`src/design/pse_pkg.sv`:
```
// Package for the postfix stack evaluator: sizes, instruction and status
// codes, queue entry and divider handshake types. No dependencies.
`default_nettype none
package pse_pkg;

  localparam int STACK_DEPTH = 256;
  localparam int DW = $clog2(STACK_DEPTH + 1);  // depth counter width
  localparam int AW = $clog2(STACK_DEPTH);      // stack address width
  localparam int XW = 32;                       // value width

  typedef enum logic [3:0] {
    OP_PUSH   = 4'd0,
    OP_ADD    = 4'd1,
    OP_SUB    = 4'd2,
    OP_MUL    = 4'd3,
    OP_DIV    = 4'd4,
    OP_REM    = 4'd5,
    OP_LT     = 4'd6,
    OP_GT     = 4'd7,
    OP_EQ     = 4'd8,
    OP_POP    = 4'd9,
    OP_SWAP   = 4'd10,
    OP_SEL    = 4'd11,
    OP_NGET   = 4'd12,
    OP_FINISH = 4'd13,
    OP_CLEAR  = 4'd14
  } op_t;

  typedef logic [2:0] status_t;
  localparam status_t ST_OK   = 3'd0;
  localparam status_t ST_FEW  = 3'd1;
  localparam status_t ST_DIVZ = 3'd2;
  localparam status_t ST_IDX  = 3'd3;
  localparam status_t ST_OVF  = 3'd4;
  localparam status_t ST_FIN  = 3'd5;
  localparam status_t ST_HALT = 3'd6;

  // queue entry: opcode plus front-end classification
  typedef struct packed {
    op_t           op;
    logic          arith;    // two-operand arithmetic or compare
    logic          divide;   // div or rem, goes through the divider
    logic [XW-1:0] literal;
  } entry_t;

  typedef struct packed {
    logic          start;
    logic [XW-1:0] num;
    logic [XW-1:0] den;
  } div_req_t;

  typedef struct packed {
    logic          done;
    logic [XW-1:0] quo;
    logic [XW-1:0] rem;
  } div_rsp_t;

endpackage
`default_nettype wire

```
`src/design/pse_front.sv`:
```
// Front end: accepts instructions, classifies them and queues them (2 deep).
// Depends on pse_pkg.
`default_nettype none
module pse_front import pse_pkg::*; (
  input  wire logic       clk,
  input  wire logic       rst_n,
  input  wire logic       in_valid,
  output logic            in_ready,
  input  wire logic [3:0] in_op,
  input  wire logic [31:0] in_literal,
  output logic            q_valid,
  output entry_t          q_entry,
  input  wire logic       q_pop
);

  entry_t     ent_r [2];
  logic       wptr_r, wptr_nxt;
  logic       rptr_r, rptr_nxt;
  logic [1:0] cnt_r, cnt_nxt;
  logic       push;
  entry_t     new_ent;

  assign in_ready = (cnt_r != 2'd2);
  assign q_valid  = (cnt_r != 2'd0);
  assign q_entry  = ent_r[rptr_r];
  assign push     = in_valid && in_ready;

  always_comb begin
    new_ent.op      = op_t'(in_op);
    new_ent.arith   = (in_op >= 4'(OP_ADD)) && (in_op <= 4'(OP_EQ));
    new_ent.divide  = (in_op == 4'(OP_DIV)) || (in_op == 4'(OP_REM));
    new_ent.literal = in_literal;
  end

  always_comb begin
    wptr_nxt = push ? ~wptr_r : wptr_r;
    rptr_nxt = q_pop ? ~rptr_r : rptr_r;
    cnt_nxt  = cnt_r + 2'(push) - 2'(q_pop);
  end

  always_ff @(posedge clk) begin
    if (!rst_n) begin
      wptr_r <= 1'b0;
      rptr_r <= 1'b0;
      cnt_r  <= 2'd0;
    end else begin
      wptr_r <= wptr_nxt;
      rptr_r <= rptr_nxt;
      cnt_r  <= cnt_nxt;
    end
  end

  always_ff @(posedge clk) begin
    if (push) begin
      ent_r[wptr_r] <= new_ent;
    end
  end

endmodule
`default_nettype wire

```
`config.mk`:
```
export PLATFORM = sky130hd
export DESIGN_NAME = pse_front
export DESIGN_NICKNAME = d
export VERILOG_FILES = /design/src/design/pse_pkg.sv /design/src/design/pse_front.sv
export SDC_FILE = /design/constraint.sdc
export NUM_CORES = 1
export LEC_CHECK = 0
export ABC_AREA = 1
export BUFFER_PORTS_ARGS = -buffer_cell sky130_fd_sc_hd__buf_2
export CAP_MARGIN = 20
export CORE_MARGIN = 3
export CORE_UTILIZATION = 47
export CTS_CLUSTER_SIZE = 14
export DETAILED_ROUTE_END_ITERATION = 12
export PLACE_DENSITY = 0.82
export SYNTH_ARGS = -nofsm -noshare
export SYNTH_HDL_FRONTEND = slang
export SYNTH_SLANG_ARGS = --single-unit
```
`constraint.sdc`:
```
create_clock -name clk -period 2.7 [get_ports clk]
set_input_delay 0.54 -clock clk [delete_from_list [all_inputs] [get_ports clk]]
set_output_delay 0.54 -clock clk [all_outputs]
set_load 0.01 [all_outputs]
```
==> metrics.txt <==
# TYPE chip_impl_metric gauge
chip_impl_metric{name="critical_path.max_stage_delay",unit="ns"} 0.39
chip_impl_metric{name="tns",unit="ns"} 0
chip_impl_metric{name="start_util",unit="%"} 50.08
chip_impl_info{name="synth_area_leaders",value="edfxtp_1 74%, mux2_4 9.8%, mux2_2 6.6%"} 1
chip_impl_metric{name="hold_violations",unit=""} 0
chip_impl_metric{name="area_of_the_die",unit="um^2"} 7539
chip_impl_info{name="timing.critical_path.cells",value="buf_4 > mux2_2 > buf_2"} 1
chip_impl_metric{name="critical_path_cell_count",unit=""} 3
chip_impl_metric{name="clock_sink_count",unit=""} 81
chip_impl_metric{name="globalplace.congestion",unit=""} 0.7723
chip_impl_metric{name="reg2reg_depth",unit=""} 5
chip_impl_metric{name="drcViolationCount",unit=""} 0
chip_impl_info{name="endpoint_kind",value="output pin"} 1
chip_impl_metric{name="numPortBuffers",unit=""} 79
chip_impl_metric{name="report.final.slew_viol_count",unit=""} 0
chip_impl_metric{name="max_capacitance_violation_total",unit=""} 0
chip_impl_metric{name="synth.yosys.seq_area_share",unit="%"} 77.59
chip_impl_metric{name="slew_headroom",unit="%"} 60.94
chip_impl_metric{name="floorplan.die.width",unit="um"} 86.83
chip_impl_metric{name="wl_per_cell",unit="um"} 14.98
chip_impl_metric{name="synth_edf_count",unit=""} 76
chip_impl_metric{name="hpwlAfterDp",unit="um"} 3355
chip_impl_metric{name="synth_async_sr_flop_share",unit="%"} 0
chip_impl_metric{name="dr.first_iter.drc_count",unit=""} 73
chip_impl_metric{name="worst_skew_pair_latency",unit="ns"} 0.34
chip_impl_metric{name="drt.antenna.violating_nets",unit=""} 0
chip_impl_info{name="synth_ff_type",value="edfxtp_1"} 1
chip_impl_info{name="run_status",value="completed"} 1
chip_impl_metric{name="synth.avg_cell_area",unit="um^2"} 20.07
chip_impl_metric{name="ir_worst_vdd",unit="uV"} 522.0
chip_impl_metric{name="layout.core_utilization",unit="%"} 61.12
chip_impl_metric{name="clkTransAtPathRegs",unit="ns"} 0.08
chip_impl_metric{name="dr_wl_met2",unit="um"} 2485
chip_impl_metric{name="largest_net_degree_at_the_start_of_global_routing",unit=""} 39
chip_impl_metric{name="num_vias",unit=""} 1560
chip_impl_metric{name="grt_remaining_overflow",unit=""} 0
chip_impl_metric{name="cts-htree-levels",unit=""} 3
chip_impl_metric{name="globalRouteTotalUtil",unit="%"} 13.64
chip_impl_metric{name="route.final.wire_length",unit="um"} 4838
chip_impl_metric{name="num_rows",unit=""} 28
chip_impl_metric{name="grt_antenna_before_repair",unit=""} 0
chip_impl_info{name="synth_most_common_cell",value="edfxtp_1"} 1
chip_impl_metric{name="post-cts-setup-buffer-count",unit=""} 0
chip_impl_info{name="critPathTopFamily",value="buffers and inverters"} 1
chip_impl_info{name="timing.critical_path.slowest_stage_cell",value="mux2_2"} 1
chip_impl_metric{name="synthesis.nets",unit=""} 194
chip_impl_info{name="cts_tree",value="built"} 1
chip_impl_metric{name="dr.pass1.iters",unit=""} 4
chip_impl_info{name="timing.critical_path.from_type",value="register"} 1
chip_impl_info{name="rsz0062_at_grt",value="no"} 1
chip_impl_metric{name="post-synth-top-area-fraction",unit="%"} 74.33
chip_impl_metric{name="die_height",unit="um"} 86.83
chip_impl_info{name="path_class",value="reg -> out"} 1
chip_impl_metric{name="power.density_cell_area",unit="nW/um^2"} 716.4
chip_impl_metric{name="via_to_cell_ratio",unit=""} 4.830
chip_impl_metric{name="num-fill-cells",unit=""} 461
chip_impl_metric{name="max_clock_freq",unit="MHz"} 491.2
chip_impl_metric{name="critPathBufInv",unit=""} 2
chip_impl_metric{name="num-nets-final",unit=""} 284
chip_impl_metric{name="antenna_cells_inserted",unit=""} 0
chip_impl_metric{name="post_syn_area",unit="um^2"} 3070
chip_impl_metric{name="synthCells",unit=""} 153
chip_impl_metric{name="p_leak",unit="nW"} 1.475
chip_impl_metric{name="placed_cells",unit=""} 307
chip_impl_metric{name="final-setup-viol-count",unit=""} 0
chip_impl_info{name="synth_largest_area_cell",value="edfxtp_1"} 1
chip_impl_metric{name="finalNonFillerCells",unit=""} 323
chip_impl_metric{name="routed_length_on_met3",unit="um"} 367
chip_impl_metric{name="grt_first_pass_wirelength",unit="um"} 7617
chip_impl_metric{name="placeableCoreArea",unit="um^2"} 6131
chip_impl_metric{name="met1_layer_wirelength_in_the_final_routing",unit="um"} 1923
chip_impl_metric{name="cts_buffer_depth",unit=""} 2
chip_impl_info{name="top_metal_used",value="met4"} 1
chip_impl_metric{name="timing.final.crit_share",unit="%"} 75.40
chip_impl_metric{name="synth_warnings",unit=""} 0
chip_impl_metric{name="areaGrowthSynthToFinish",unit="%"} 22.05
chip_impl_metric{name="pin_count",unit=""} 80
chip_impl_metric{name="whs",unit="ns"} 0.3866
chip_impl_info{name="clock_tree.root_cell",value="clkbuf_8"} 1
chip_impl_metric{name="final_skew",unit="ns"} 0.005315
chip_impl_metric{name="worst-endpoint-required",unit="ns"} 2.16
chip_impl_metric{name="cts_hold_buf",unit=""} 0
chip_impl_metric{name="worst_hold_path_stage_count",unit=""} 1
chip_impl_metric{name="cts-buffers-inserted",unit=""} 9
chip_impl_info{name="hold_path_class",value="in -> reg"} 1
chip_impl_info{name="ys_top_cells_by_count",value="76 x edfxtp_1, 20 x mux2_4, 18 x mux2_2"} 1
chip_impl_metric{name="ctsResizeCount",unit=""} 0
chip_impl_metric{name="synth_cell_type_count",unit=""} 15
chip_impl_metric{name="number_of_global_route_vias_before_repair",unit=""} 1586
chip_impl_metric{name="cp_data_arrival_time",unit="ns"} 1.50
chip_impl_metric{name="layout-drive-gt1-share",unit="%"} 55.24
chip_impl_metric{name="worst_max_slew_pin_slew",unit="ns"} 0.5845
chip_impl_metric{name="post-route-min-period",unit="ns"} 2.036
chip_impl_metric{name="synth.ff_latch_count",unit=""} 81
chip_impl_metric{name="timing.critical_path.fanout_max",unit=""} 20
-- flip-flops by register name, indices dropped and copies added (netlist names), named ones only --
signal,cells
ent_r,76
cnt_r,2
rptr_r,1
wptr_r,1
-- layout by cell type, fill, tap and decap left out, drive strengths merged --
cell and count:
buf 83, edfxtp 76, mux2 38, clkbuf 13, nand2 9, inv 7, dfxtp 5, nor2 4
xnor2 3, clkinv 3, nor3 2, a21oi 2, nor3b 1, nand3 1, ha 1
-- cell type report --
| type | instances | area (um^2) | share of cell area [%] |
|---|---|---|---|
| clock inverters | 3 | 18.77 | 0.5008 |
| well taps | 75 | 93.84 | 2.504 |
| multi-input cells | 61 | 638.1 | 17.03 |
| inverters | 7 | 26.28 | 0.7012 |
| clock buffers | 13 | 148.9 | 3.973 |
| repair buffers | 83 | 437.9 | 11.69 |
| flip-flops and latches | 81 | 2384 | 63.61 |
-- through the flow --
| step | power (mW) | instance area [um^2] | worst slack [ns] |
|---|---|---|---|
| floorplan | 1.809 | 3075 | 0.5868 |
| global placement | 1.962 | 3580 | 0.8058 |
| detailed placement | 1.975 | 3580 | 0.7772 |
| CTS | 2.718 | 3747 | 0.6384 |
| global route | 2.830 | 3747 | 0.5897 |
| finish | 2.685 | 3747 | 0.6643 |
-- path summary, 6_finish.rpt --
kind                                      from      endpoint  slack [ns]
worst min register to register          rptr_r        rptr_r        0.52
worst max register to register        cnt_r[0]   ent_r[1][9]        0.97
worst min-delay path            in_literal[26]  ent_r[1][26]        0.39
worst max-delay path                  register    q_entry[1]        0.66
-- cells by family after synthesis --
| family | count (synthesis) | share of synthesized area [%] |
|---|---|---|
| AND/OR/NAND/NOR | 17 | 2.322 |
| XOR/XNOR | 3 | 0.8559 |
| multiplexers | 38 | 16.38 |
| AO/OA/AOI/OAI | 2 | 0.3260 |
| flip-flops | 81 | 77.59 |
| buffers and inverters | 11 | 2.119 |
| adder cells (fa/ha/maj) | 1 | 0.4074 |
-- layer usage --
| layer | up-vias | global-route usage (%) |
|---|---|---|
| met5 | - | 0 |
| met4 | 0 | 4.249 |
| met3 | 9 | 5.513 |
| met2 | 54 | 22.84 |
| met1 | 741 | 16.07 |
| li1 | 756 | - |
-- power breakdown --
part	switching, mW	internal [mW]
clock network	0.389	0.359
logic	0.214	0.198
registers	0.0280	1.50
Power figures use the tool's default switching activity.
